## config.mk

```make
export PLATFORM = sky130hd
export DESIGN_NAME = multi_channel_countdown_timer_core
export DESIGN_NICKNAME = d
export VERILOG_FILES = /design/src/rtl/core/mct_pkg.sv /design/src/rtl/core/mct_slot_mem.sv /design/src/rtl/core/mct_apb_regs.sv /design/src/rtl/core/mct_seq.sv /design/src/rtl/core/multi_channel_countdown_timer_core.sv
export SDC_FILE = /design/constraint.sdc
export NUM_CORES = 2
export LEC_CHECK = 0
export ABC_AREA = 1
export BUFFER_PORTS_ARGS = -buffer_cell sky130_fd_sc_hd__buf_2
export CORE_MARGIN = 8
export CORE_UTILIZATION = 51
export DETAILED_ROUTE_END_ITERATION = 7
export GPL_ROUTABILITY_DRIVEN = 0
export GPL_TIMING_DRIVEN = 1
export PLACE_DENSITY = 0.65
export SLEW_MARGIN = 15
export SYNTH_ARGS = -nofsm -noshare
export SYNTH_HDL_FRONTEND = slang
export SYNTH_HIERARCHICAL = 1
export SYNTH_SLANG_ARGS = --single-unit
export TNS_END_PERCENT = 30
```

## constraint.sdc

```tcl
create_clock -name clk -period 16.6 [get_ports clk]
set_input_delay 2.49 -clock clk [delete_from_list [all_inputs] [get_ports clk]]
set_output_delay 2.49 -clock clk [all_outputs]
set_load 0.02 [all_outputs]
```

## src/rtl/core/mct_pkg.sv

```systemverilog
`default_nettype none
package mct_pkg;

  localparam int NUM_TIMERS_DEF = 16;
  // most expiry beats posted by one tick
  localparam int MAX_OUT = 16;
  localparam int POST_W = $clog2(MAX_OUT + 1);

  typedef enum logic [1:0] {
    CMD_START = 2'd0,
    CMD_STOP  = 2'd1,
    CMD_QUERY = 2'd2,
    CMD_TICK  = 2'd3
  } cmd_t;

  typedef enum logic [1:0] {
    KIND_QUERY  = 2'd0,
    KIND_EXPIRY = 2'd1,
    KIND_EMPTY  = 2'd2
  } kind_t;

  typedef enum logic [1:0] {
    ST_IDLE,
    ST_WALK,
    ST_FIN
  } state_t;

  // APB word index of each register
  typedef enum logic {
    REG_EVENTS_ENABLE = 1'b0
  } reg_idx_t;

  typedef struct packed {
    logic        periodic;
    logic [7:0]  dest;
    logic [7:0]  evt;
    logic [31:0] period;
    logic [31:0] remaining;
  } slot_rec_t;

endpackage
`default_nettype wire

```

## src/rtl/core/mct_slot_mem.sv

```systemverilog
`default_nettype none
module mct_slot_mem
  import mct_pkg::*;
#(
  parameter int DEPTH = NUM_TIMERS_DEF,
  parameter int AW    = (DEPTH > 1) ? $clog2(DEPTH) : 1
) (
  input  wire logic      clk,
  input  wire logic      we,
  input  wire logic [AW-1:0] waddr,
  input  wire slot_rec_t wdata,
  input  wire logic [AW-1:0] raddr,
  output slot_rec_t      rdata
);

  slot_rec_t mem [DEPTH];

  always_ff @(posedge clk) begin
    if (we) begin
      mem[waddr] <= wdata;
    end
    rdata <= mem[raddr];
  end

endmodule
`default_nettype wire

```

## src/rtl/core/mct_apb_regs.sv

```systemverilog
`default_nettype none
module mct_apb_regs
  import mct_pkg::*;
(
  input  wire logic        clk,
  input  wire logic        rst,
  input  wire logic        psel,
  input  wire logic        penable,
  input  wire logic        pwrite,
  input  wire logic [2:0]  paddr,
  input  wire logic [31:0] pwdata,
  output logic [31:0]      prdata,
  output logic             pready,
  output logic             events_enable
);

  logic     wr_en;
  reg_idx_t word_idx;

  assign pready   = 1'b1;
  assign word_idx = reg_idx_t'(paddr[2]);
  assign wr_en    = psel && penable && pwrite && pready;

  always_ff @(posedge clk) begin
    if (rst) begin
      events_enable <= 1'b0;
    end else if (wr_en && word_idx == REG_EVENTS_ENABLE) begin
      events_enable <= pwdata[0];
    end
  end

  always_comb begin
    unique case (word_idx)
      REG_EVENTS_ENABLE: prdata = {31'd0, events_enable};
      default:           prdata = 32'd0;
    endcase
  end

endmodule
`default_nettype wire

```

## src/rtl/core/mct_seq.sv

```systemverilog
`default_nettype none
module mct_seq
  import mct_pkg::*;
#(
  parameter int NUM_TIMERS = NUM_TIMERS_DEF,
  parameter int AW         = (NUM_TIMERS > 1) ? $clog2(NUM_TIMERS) : 1
) (
  input  wire logic        clk,
  input  wire logic        rst,
  input  wire logic        events_enable,
  input  wire logic        start,
  output logic             busy,
  input  wire logic [1:0]  cmd,
  input  wire logic [7:0]  timer_sel,
  input  wire logic [7:0]  dest_object,
  input  wire logic [7:0]  event_code,
  input  wire logic [31:0] period_ticks,
  input  wire logic        periodic,
  output logic             mem_we,
  output logic [AW-1:0]    mem_waddr,
  output slot_rec_t        mem_wdata,
  output logic [AW-1:0]    mem_raddr,
  input  wire slot_rec_t   mem_rdata,
  output logic             result_strobe,
  output logic [1:0]       kind,
  output logic             is_running,
  output logic [7:0]       fired_dest,
  output logic [7:0]       fired_event,
  output logic             last
);

  localparam int CNT_W = $clog2(NUM_TIMERS + 1);

  state_t state, state_next;
  cmd_t   cmd_c;

  logic [NUM_TIMERS-1:0] active, active_next;
  logic [CNT_W-1:0]      cnt;
  logic                  pv;
  logic [AW-1:0]         pidx;
  logic [POST_W-1:0]     posted;
  logic                  held_vld;
  logic [7:0]            held_dest, held_evt;

  logic        accept, in_range, walk_end;
  logic [AW-1:0] sel_idx;
  logic        hit, expired, post;
  logic [31:0] rem_dec;

  logic        emit;
  kind_t       emit_kind;
  logic        emit_run, emit_last;
  logic [7:0]  emit_dest, emit_evt;

  assign cmd_c    = cmd_t'(cmd);
  assign busy     = (state != ST_IDLE);
  assign accept   = start && (state == ST_IDLE);
  assign in_range = {1'b0, timer_sel} < 9'(NUM_TIMERS);
  assign sel_idx  = timer_sel[AW-1:0];
  assign walk_end = (cnt == CNT_W'(NUM_TIMERS));

  assign mem_raddr = cnt[AW-1:0];
  assign rem_dec   = mem_rdata.remaining - 32'd1;
  assign hit       = pv && active[pidx];
  assign expired   = hit && (rem_dec == 32'd0);
  assign post      = expired && events_enable && (posted < POST_W'(MAX_OUT));

  always_comb begin
    state_next = state;
    unique case (state)
      ST_IDLE: if (accept && cmd_c == CMD_TICK) state_next = ST_WALK;
      ST_WALK: if (walk_end) state_next = ST_FIN;
      ST_FIN:  state_next = ST_IDLE;
      default: state_next = ST_IDLE;
    endcase
  end

  // memory write, active flags and result beat
  always_comb begin
    mem_we      = 1'b0;
    mem_waddr   = pidx;
    mem_wdata   = mem_rdata;
    active_next = active;
    emit        = 1'b0;
    emit_kind   = KIND_EMPTY;
    emit_run    = 1'b0;
    emit_last   = 1'b1;
    emit_dest   = 8'd0;
    emit_evt    = 8'd0;

    if (accept && cmd_c == CMD_START && in_range) begin
      mem_we      = 1'b1;
      mem_waddr   = sel_idx;
      mem_wdata   = '{periodic: periodic, dest: dest_object, evt: event_code,
                      period: period_ticks, remaining: period_ticks};
      active_next[sel_idx] = 1'b1;
    end else if (accept && cmd_c == CMD_STOP && in_range) begin
      active_next[sel_idx] = 1'b0;
    end else if (hit) begin
      mem_we = 1'b1;
      mem_wdata.remaining = (expired && mem_rdata.periodic) ? mem_rdata.period : rem_dec;
      if (expired && !mem_rdata.periodic) begin
        active_next[pidx] = 1'b0;
      end
    end

    if (accept && cmd_c == CMD_QUERY) begin
      emit      = 1'b1;
      emit_kind = KIND_QUERY;
      emit_run  = in_range && active[sel_idx];
    end else if (post && held_vld) begin
      // a later expiry proves the held one is not the final beat
      emit      = 1'b1;
      emit_kind = KIND_EXPIRY;
      emit_last = 1'b0;
      emit_dest = held_dest;
      emit_evt  = held_evt;
    end else if (state == ST_FIN) begin
      emit = 1'b1;
      if (held_vld) begin
        emit_kind = KIND_EXPIRY;
        emit_dest = held_dest;
        emit_evt  = held_evt;
      end
    end
  end

  always_ff @(posedge clk) begin
    if (rst) begin
      state         <= ST_IDLE;
      active        <= '0;
      cnt           <= '0;
      pv            <= 1'b0;
      posted        <= '0;
      held_vld      <= 1'b0;
      result_strobe <= 1'b0;
    end else begin
      state         <= state_next;
      active        <= active_next;
      pv            <= (state == ST_WALK) && !walk_end;
      result_strobe <= emit;
      if (accept) begin
        cnt    <= '0;
        posted <= '0;
      end else if (state == ST_WALK) begin
        cnt <= cnt + CNT_W'(1);
      end
      if (post) begin
        posted   <= posted + POST_W'(1);
        held_vld <= 1'b1;
      end else if (state == ST_FIN) begin
        held_vld <= 1'b0;
      end
    end
  end

  always_ff @(posedge clk) begin
    pidx <= cnt[AW-1:0];
    if (post) begin
      held_dest <= mem_rdata.dest;
      held_evt  <= mem_rdata.evt;
    end
    if (emit) begin
      kind        <= emit_kind;
      is_running  <= emit_run;
      fired_dest  <= emit_dest;
      fired_event <= emit_evt;
      last        <= emit_last;
    end
  end

endmodule
`default_nettype wire

```

## src/rtl/core/multi_channel_countdown_timer_core.sv

```systemverilog
`default_nettype none
// Bank of NUM_TIMERS countdown timers kept in one synchronous slot memory.
// Start, stop and query leave busy low; a query answer beat shows on the
// result ports the cycle after it is taken. A tick walks every slot through a
// read-modify-write of the slot memory, one slot a cycle, and keeps busy high
// for the whole walk; expiry beats come out in ascending slot order, each
// once the next expiry is found or the walk ends, one cycle long behind
// result_strobe; the final beat (last = 1) appears the cycle busy drops. Beats
// cannot be held off: the receiver must take each one in the cycle it is shown.
module multi_channel_countdown_timer_core
  import mct_pkg::*;
#(
  parameter int NUM_TIMERS = NUM_TIMERS_DEF
) (
  input  wire logic        clk,
  input  wire logic        rst,
  input  wire logic        psel,
  input  wire logic        penable,
  input  wire logic        pwrite,
  input  wire logic [2:0]  paddr,
  input  wire logic [31:0] pwdata,
  output logic [31:0]      prdata,
  output logic             pready,
  input  wire logic        start,
  output logic             busy,
  input  wire logic [1:0]  cmd,
  input  wire logic [7:0]  timer_sel,
  input  wire logic [7:0]  dest_object,
  input  wire logic [7:0]  event_code,
  input  wire logic [31:0] period_ticks,
  input  wire logic        periodic,
  output logic             result_strobe,
  output logic [1:0]       kind,
  output logic             is_running,
  output logic [7:0]       fired_dest,
  output logic [7:0]       fired_event,
  output logic             last
);

  localparam int AW = (NUM_TIMERS > 1) ? $clog2(NUM_TIMERS) : 1;

  logic          events_enable;
  logic          mem_we;
  logic [AW-1:0] mem_waddr, mem_raddr;
  slot_rec_t     mem_wdata, mem_rdata;

  mct_apb_regs u_regs (
    .clk           (clk),
    .rst           (rst),
    .psel          (psel),
    .penable       (penable),
    .pwrite        (pwrite),
    .paddr         (paddr),
    .pwdata        (pwdata),
    .prdata        (prdata),
    .pready        (pready),
    .events_enable (events_enable)
  );

  mct_slot_mem #(
    .DEPTH (NUM_TIMERS),
    .AW    (AW)
  ) u_mem (
    .clk   (clk),
    .we    (mem_we),
    .waddr (mem_waddr),
    .wdata (mem_wdata),
    .raddr (mem_raddr),
    .rdata (mem_rdata)
  );

  mct_seq #(
    .NUM_TIMERS (NUM_TIMERS),
    .AW         (AW)
  ) u_seq (
    .clk           (clk),
    .rst           (rst),
    .events_enable (events_enable),
    .start         (start),
    .busy          (busy),
    .cmd           (cmd),
    .timer_sel     (timer_sel),
    .dest_object   (dest_object),
    .event_code    (event_code),
    .period_ticks  (period_ticks),
    .periodic      (periodic),
    .mem_we        (mem_we),
    .mem_waddr     (mem_waddr),
    .mem_wdata     (mem_wdata),
    .mem_raddr     (mem_raddr),
    .mem_rdata     (mem_rdata),
    .result_strobe (result_strobe),
    .kind          (kind),
    .is_running    (is_running),
    .fired_dest    (fired_dest),
    .fired_event   (fired_event),
    .last          (last)
  );

endmodule
`default_nettype wire

```

### After elaboration in Yosys (flattened, before gate mapping)

Memory sizes are Yosys's and may differ from the RTL's. A register that Yosys moved wholly into a read port is not among the register bits.
Index checks and enable logic that the tools add are counted.

| storage, ports and cells | value |
|---|---|
| register bits after elaboration | 72 |
| RAM bits | 1296 |
| input bits | 100 |
| output and inout port bits | 55 |
| word-level logic and storage cells | 120 |
| memories | 1 |

Memories:

| name | depth | bits a word | rd ports | clocked after memory_dff | write ports | line | source |
|---|---|---|---|---|---|---|---|
| u_mem.mem | 16 | 81 | 1 | 1 | 1 | mct_slot_mem.sv:16 | `slot_rec_t mem [DEPTH];` |

| operators by class | value |
|---|---|
| $add $sub $neg | 3 |
| $lt $le $gt $ge | 6 |
| eq/ne operators | 8 |
| mux-type cells | 44 |
| bitwise operators | 6 |
| reduce and logical (&&, ||, !) cells | 35 |

Operators by type and width:

| kind | count |
|---|---|
| 2-to-1 mux 32 bit | 4 |
| 2-to-1 mux 16 bit | 4 |
| 2-to-1 mux 49 bit | 1 |
| 2-to-1 mux 8 bit | 6 |
| AND 16 bit | 2 |
| logical NOT 32 bit | 1 |
| inverter 16 bit | 2 |
| subtractor 32 x 1 -> 32 bit (second input constant) | 1 |
| logical AND 1 bit | 21 |
| 2-to-1 mux 1 bit | 17 |
| OR 16 bit | 1 |
| adder 5 x 1 -> 5 bit (second input constant) | 2 |
| less-than comparator 4 x 5 -> 1 bit (second input constant) | 2 |
| 2-to-1 mux 5 bit | 2 |
| binary-select mux 1 bit (select 4 bit) | 2 |
| demux 1 bit (select 4 bit) | 2 |
| greater-or-equal comparator 4 x 1 -> 1 bit (second input constant) | 2 |
| less-than comparator 8 x 5 -> 1 bit (second input constant) | 1 |
| 2-to-1 mux 2 bit | 4 |
| equality test 2 bit (second input constant) | 3 |
| nonzero test 2 bit | 3 |
| nonzero test 3 bit | 2 |
| equality test 5 bit (second input constant) | 1 |
| less-than comparator 5 bit (second input constant) | 1 |
| 10 further kinds | 15 |

### Longest topological paths before layout

| depth | value |
|---|---|
| depth in word-level cells | 10 |
| gate-level depth with buffers | 19 |
| gate-level depth less buffers | 19 |

### Modules after synthesis

Netlist, hierarchy kept.

By module, submodules not included:

| module | times used | cells an instance | area an instance (µm²) | sequential area each (µm²) |
|---|---|---|---|---|
| mct_slot_mem | 1 | 5319 | 57342.5 | 40538.9 |
| mct_seq | 1 | 1104 | 6586.3 | 1781.7 |
| mct_apb_regs | 1 | 47 | 317.8 | 20.0 |

### Least setup slack after synthesis

Ideal clock, no wire load.

| path | value |
|---|---|
| kind | input port to flip-flop |
| start | input port timer_sel[7] |
| end | memory u_mem/mem[12][0] (netlist bit) (enable) |
| library setup time | 0.521 ns |
| arrival time | 7.440 ns |
| data required time | 16.079 ns |
| path slack | 8.638 ns |
| cell stages on the path | 10 |
| buffers on the path | 1 |
| path through | nor4_2 > nand2_1 > nor2_2 > inv_2 > nor2_2 > inv_2 > nand2_1 > buf_2 > nand3_1 > nor2_1 |

| between the ends | value |
|---|---|
| cells in the longest elaborated chain, start to end | 6 |
| elaborated cells on any way between the ends | 8 |
| those cells by class | order compare (1); mux (5); reduce/logical (2) |

RTL lines:

| element | line | source |
|---|---|---|
| start, declared | multi_channel_countdown_timer_core.sv:27 | `input wire logic [7:0] timer_sel,` |
| less-than comparator 8 x 5 -> 1 bit (*) | mct_seq.sv:58 | `assign in_range = {1'b0, timer_sel} < 9'(NUM_TIMERS);` |
| logical AND 1 bit | mct_seq.sv:97 | `end else if (accept && cmd_c == CMD_STOP && in_range) begin` |
| 2-to-1 mux 1 bit | mct_seq.sv:97 |  |
| 2-to-1 mux 1 bit (*) | mct_seq.sv:91 | `if (accept && cmd_c == CMD_START && in_range) begin` |
| via mem_we | multi_channel_countdown_timer_core.sv:43 | `logic mem_we;` |
| 2-to-1 mux 1 bit (*) | mct_slot_mem.sv:19 | `if (we) begin` |
| 2-to-1 mux 1 bit (implied by the code) (*) | mct_slot_mem.sv:20 | `mem[waddr] <= wdata;` |
| end, declared | mct_slot_mem.sv:16 |  |

Mark *: on every way through the listed nets, which the timed path passes. The rest lies on a longest branch.

### Final worst setup path

| path | value |
|---|---|
| start | input port timer_sel[7] |
| end | memory u_mem/mem[1][4] (netlist bit) (enable) |

Same word-level chain as after synthesis.

==> summary.txt <==
DRT
------------------------------------------------------------------------------------------------------
Average via count per standard cell                                                              5.362
Drt total wl                                                                                 168800 µm
DRC viols                                                                                            0
Total vias in the final route                                                                    44360
First-pass DRT Iterations                                                                            8
Wire length per cell                                                                          20.40 µm
DRC marker count from the first detailed-route iteration                                          4727
Count of nets left with antenna violations after detail routing                                      0

GLOBAL ROUTING
------------------------------------------------------------------------------------------------------
First-pass GRT wire length                                                                   253600 µm
Met1 Usage GRT                                                                                  32.26%
Maximum number of pins on one net before global-route repair                                       198
Overflow after GRT                                                                                   0
Antenna violations before repair                                                                     3
All-Layer GR Usage                                                                              24.20%
Met3 Track Usage GR                                                                             4.418%
Number of global-route vias before repair                                                        42250
Met2 Track Usage GR                                                                             40.46%
Layer carrying the most global-route usage                                                        met2

SYNTHESIS
------------------------------------------------------------------------------------------------------
Top cell type by total area after synthesis                                                   edfxtp_1
Predominant post-synthesis flop cell                                                          edfxtp_1
FF+latch count, synth                                                                             1449
Unique masters post-synth                                                                           47
Share of the synthesized area in the top cell type                                              62.26%
Gate count of the mapped netlist                                                                  6470
Commonest cells in the netlist                                                            nand2_1, edfxtp_1, inv_1, nand3_1, nor2_1
Netlist Area Pre-Place                                                                     0.06425 mm²
Leading cell type by number of instances after synthesis                                       nand2_1
Count of warnings emitted by yosys                                                                   6
Portion of the post-synthesis area used by sequential elements                                  65.90%
Share of async-settable or async-resettable flops after synthesis                                   0%
Count of flip-flops with a built-in enable after synthesis                                        1332
Leading cell types by total area after synthesis                                          edfxtp_1, nand2_1, nand3_1
Synthesized area divided by synthesized cell count                                           9.930 µm²

CELLS AND AREA
------------------------------------------------------------------------------------------------------
Layout cells sized above 1                                                                      7.671%
Net total in the final layout                                                                     6603
Util after Layout                                                                               56.42%
Area Overhead vs Synth                                                                          9.989%

CRITICAL PATH
------------------------------------------------------------------------------------------------------
Depth of the worst register-to-register path                                                        18
R2R setup slack                                                                               10.74 ns
Critical path endpoint category                                                                   flop
Reg-to-reg critical path startpoint                                                       u_seq/pidx[0]$_DFF_P_
Reg-to-Reg End                                                                            u_mem/mem[1][4]$_DFFE_PP_
Critical path class                                                                       input port to flop
Critical path data arrival time                                                                7.39 ns
Worst path required time                                                                      17.00 ns
Crit path from                                                                            timer_sel[7]
Destination of the critical timing path                                                   u_mem/mem[1][4]$_DFFE_PP_
Critical path startpoint category                                                           input port
CP Max Fanout                                                                                       48

TIMING
------------------------------------------------------------------------------------------------------
Setup-violating endpoint count in the final report                                                   0
Portion of the clock cycle consumed by the worst path in the final layout                       42.05%
Post-route clock skew                                                                       0.02742 ns
Worst relative slew slack                                                                       18.74%
Fmax achieved                                                                                143.3 MHz
Total Neg Setup Slack                                                                             0 ns
Setup repair after global routing missed its margin                                                 no
Hold Fails Final Rpt                                                                                 0
Slew Limit Fails                                                                                     0
Smallest setup slack after layout                                                             9.619 ns
Worst hold slack                                                                             0.4289 ns
Time the worst path needs with I/O delays and setup                                           6.981 ns
Worst-Margin Slew                                                                             1.216 ns

FLOORPLANNING
------------------------------------------------------------------------------------------------------
Num ports                                                                                          155
Initial Utilization                                                                             51.30%
Std-Cell Rows                                                                                      130
Horizontal die dimension                                                                      370.9 µm
Full die area                                                                               0.1376 mm²
Die outline height                                                                            370.9 µm
Std-Cell Core Area                                                                          0.1252 mm²

CLOCKING
------------------------------------------------------------------------------------------------------
TritonCTS clock tree                                                                               yes
Clock transition at the register clock pins on the worst setup and hold paths after CTS        0.06 ns
Number of buffers inserted by post-CTS setup repair                                                  0
Num Clock Sinks                                                                                   1449
Post-cts gate resize count                                                                           0
Clock latency on the worst-skew pair                                                           0.79 ns
H-tree Lvls                                                                                          4
CTS buffer count                                                                                   149
Root Buffer Master                                                                           clkbuf_16
Clk buf depth                                                                                        3
Number of buffers added to fix hold violations after cts                                             0

RUN
------------------------------------------------------------------------------------------------------
Max-cap viol count                                                                                   0

PLACE
------------------------------------------------------------------------------------------------------
Count of buffers inserted at the top-level ports                                                    89
Worst-case setup slack after placement                                                        8.910 ns
Half-perimeter wire length after placement                                                    87870 µm

HOLD PATH
------------------------------------------------------------------------------------------------------
HP Class                                                                                  flop to flop

RUN STATUS
------------------------------------------------------------------------------------------------------
Outcome                                                                                      completed

POWER AND IR DROP
------------------------------------------------------------------------------------------------------
Areal power density over the cells                                                        107.1 mW/mm²
Largest voltage drop on the vdd net                                                        0.0001096 V
Static power due to leakage                                                                   30.07 nW
Power consumption                                                                             7.565 mW

[worst min path at each step]
stage	cells past startpoint	start	endpoint
5_1_grt	0	u_mem/rdata[67]$_DFF_P_	u_seq/held_evt[3]$_DFFE_PP_
3_5_place_dp	0	u_mem/rdata[76]$_DFF_P_	u_seq/held_dest[4]$_DFFE_PP_
3_3_place_gp	0	u_mem/rdata[75]$_DFF_P_	u_seq/held_dest[3]$_DFFE_PP_
4_1_cts	0	u_mem/rdata[76]$_DFF_P_	u_seq/held_dest[4]$_DFFE_PP_
2_1_floorplan	0	u_seq/cnt[2]$_SDFFE_PP0N_	u_seq/pidx[2]$_DFF_P_
6_report	0	u_mem/rdata[76]$_DFF_P_	u_seq/held_dest[4]$_DFFE_PP_
[worst max-delay path, stage by stage]
cell     delay (ns)
buf_2          0.13
nor4_2         0.40
nand2_1        0.16
nor2_2         0.42
inv_2          0.17
nor2_4         0.10
buf_4          0.42
inv_2          0.07
nand2_1        0.08
buf_4          0.48
nand2_1        0.37
nor2_4         0.38
buf_4          0.96
buf_4          0.67
[cells in the final DEF, fill, tap and decap left out, types with 11 or more instances in the layout]
cell,count
o21ai_0,75
clkbuf_8,26
nand3_1,1029
o21bai_1,28
nor3_1,11
dfxtp_1,113
o22ai_1,32
nor2_1,155
inv_1,1140
clkbuf_16,155
nand4_1,13
edfxtp_1,1332
conb_1,32
clkbuf_1,33
clkinv_2,28
buf_4,95
bufinv_16,12
nor2_2,11
nand2_1,2049
nor2_4,33
a21oi_1,28
buf_2,89
[cell type report]
cell class	instances	area, µm²
antenna	2	5.005
clock buffer	214	4360
clock inverter	61	686.9
fill	10450	54580
inverter	1154	4383
multi-input combinational	3557	15590
sequential	1449	42360
tap	1650	2064
timing repair buffer	187	1219
[where the power goes]
part           total [mW]  switching, mW  internal (mW)  leakage (nW)
registers            3.98         0.0103           3.97          12.9
logic               0.180          0.136         0.0440          14.6
clock network        3.41           1.39           2.02          2.48
[metrics by stage]
step	area, µm²	std cells
2_1_floorplan	64360	6500
3_3_place_gp	65600	7997
3_5_place_dp	65600	7997
4_1_cts	70650	8272
5_1_grt	70660	8272
6_report	70660	8274
[state kept, by name, summed over array words and instances (netlist names)]
name                  cells
u_seq/fired_event         8
u_mem/rdata              81
u_seq/state               2
u_seq/cnt                 5
u_seq/fired_dest          8
u_seq/held_vld            1
u_regs/events_enable      1
u_seq/kind                2
u_seq/held_evt            8
u_seq/pv                  1
u_seq/is_running          1
u_seq/pidx                4
u_seq/last                1
u_seq/held_dest           8
u_seq/posted              5
u_seq/active             16
u_seq/result_strobe       1
u_mem/mem              1296
[cells by family (layout without fill, tap and decap cells)]
family	Yosys count	after routing	share of synthesized area, %
adders and majority gates	5	5	0.09737
other	2	34	0.01169
and+or+nand+nor	3329	3329	22.01
buffers and inverters	1494	1616	10.23
AOI/OAI and AO/OA	187	187	1.690
xor gates and xnor gates	4	4	0.05454
DFF	1449	1449	65.90
[per-layer routing]
layer	wire length, µm	vias up	share of wire [%]
met1	69670	21300	41
met3	14850	298	8.8
met5	0	-	0
met2	80010	1941	47
met4	4293	0	2.5
li1	-	20820	-
Note: power is estimated with default switching activity, not from simulation.
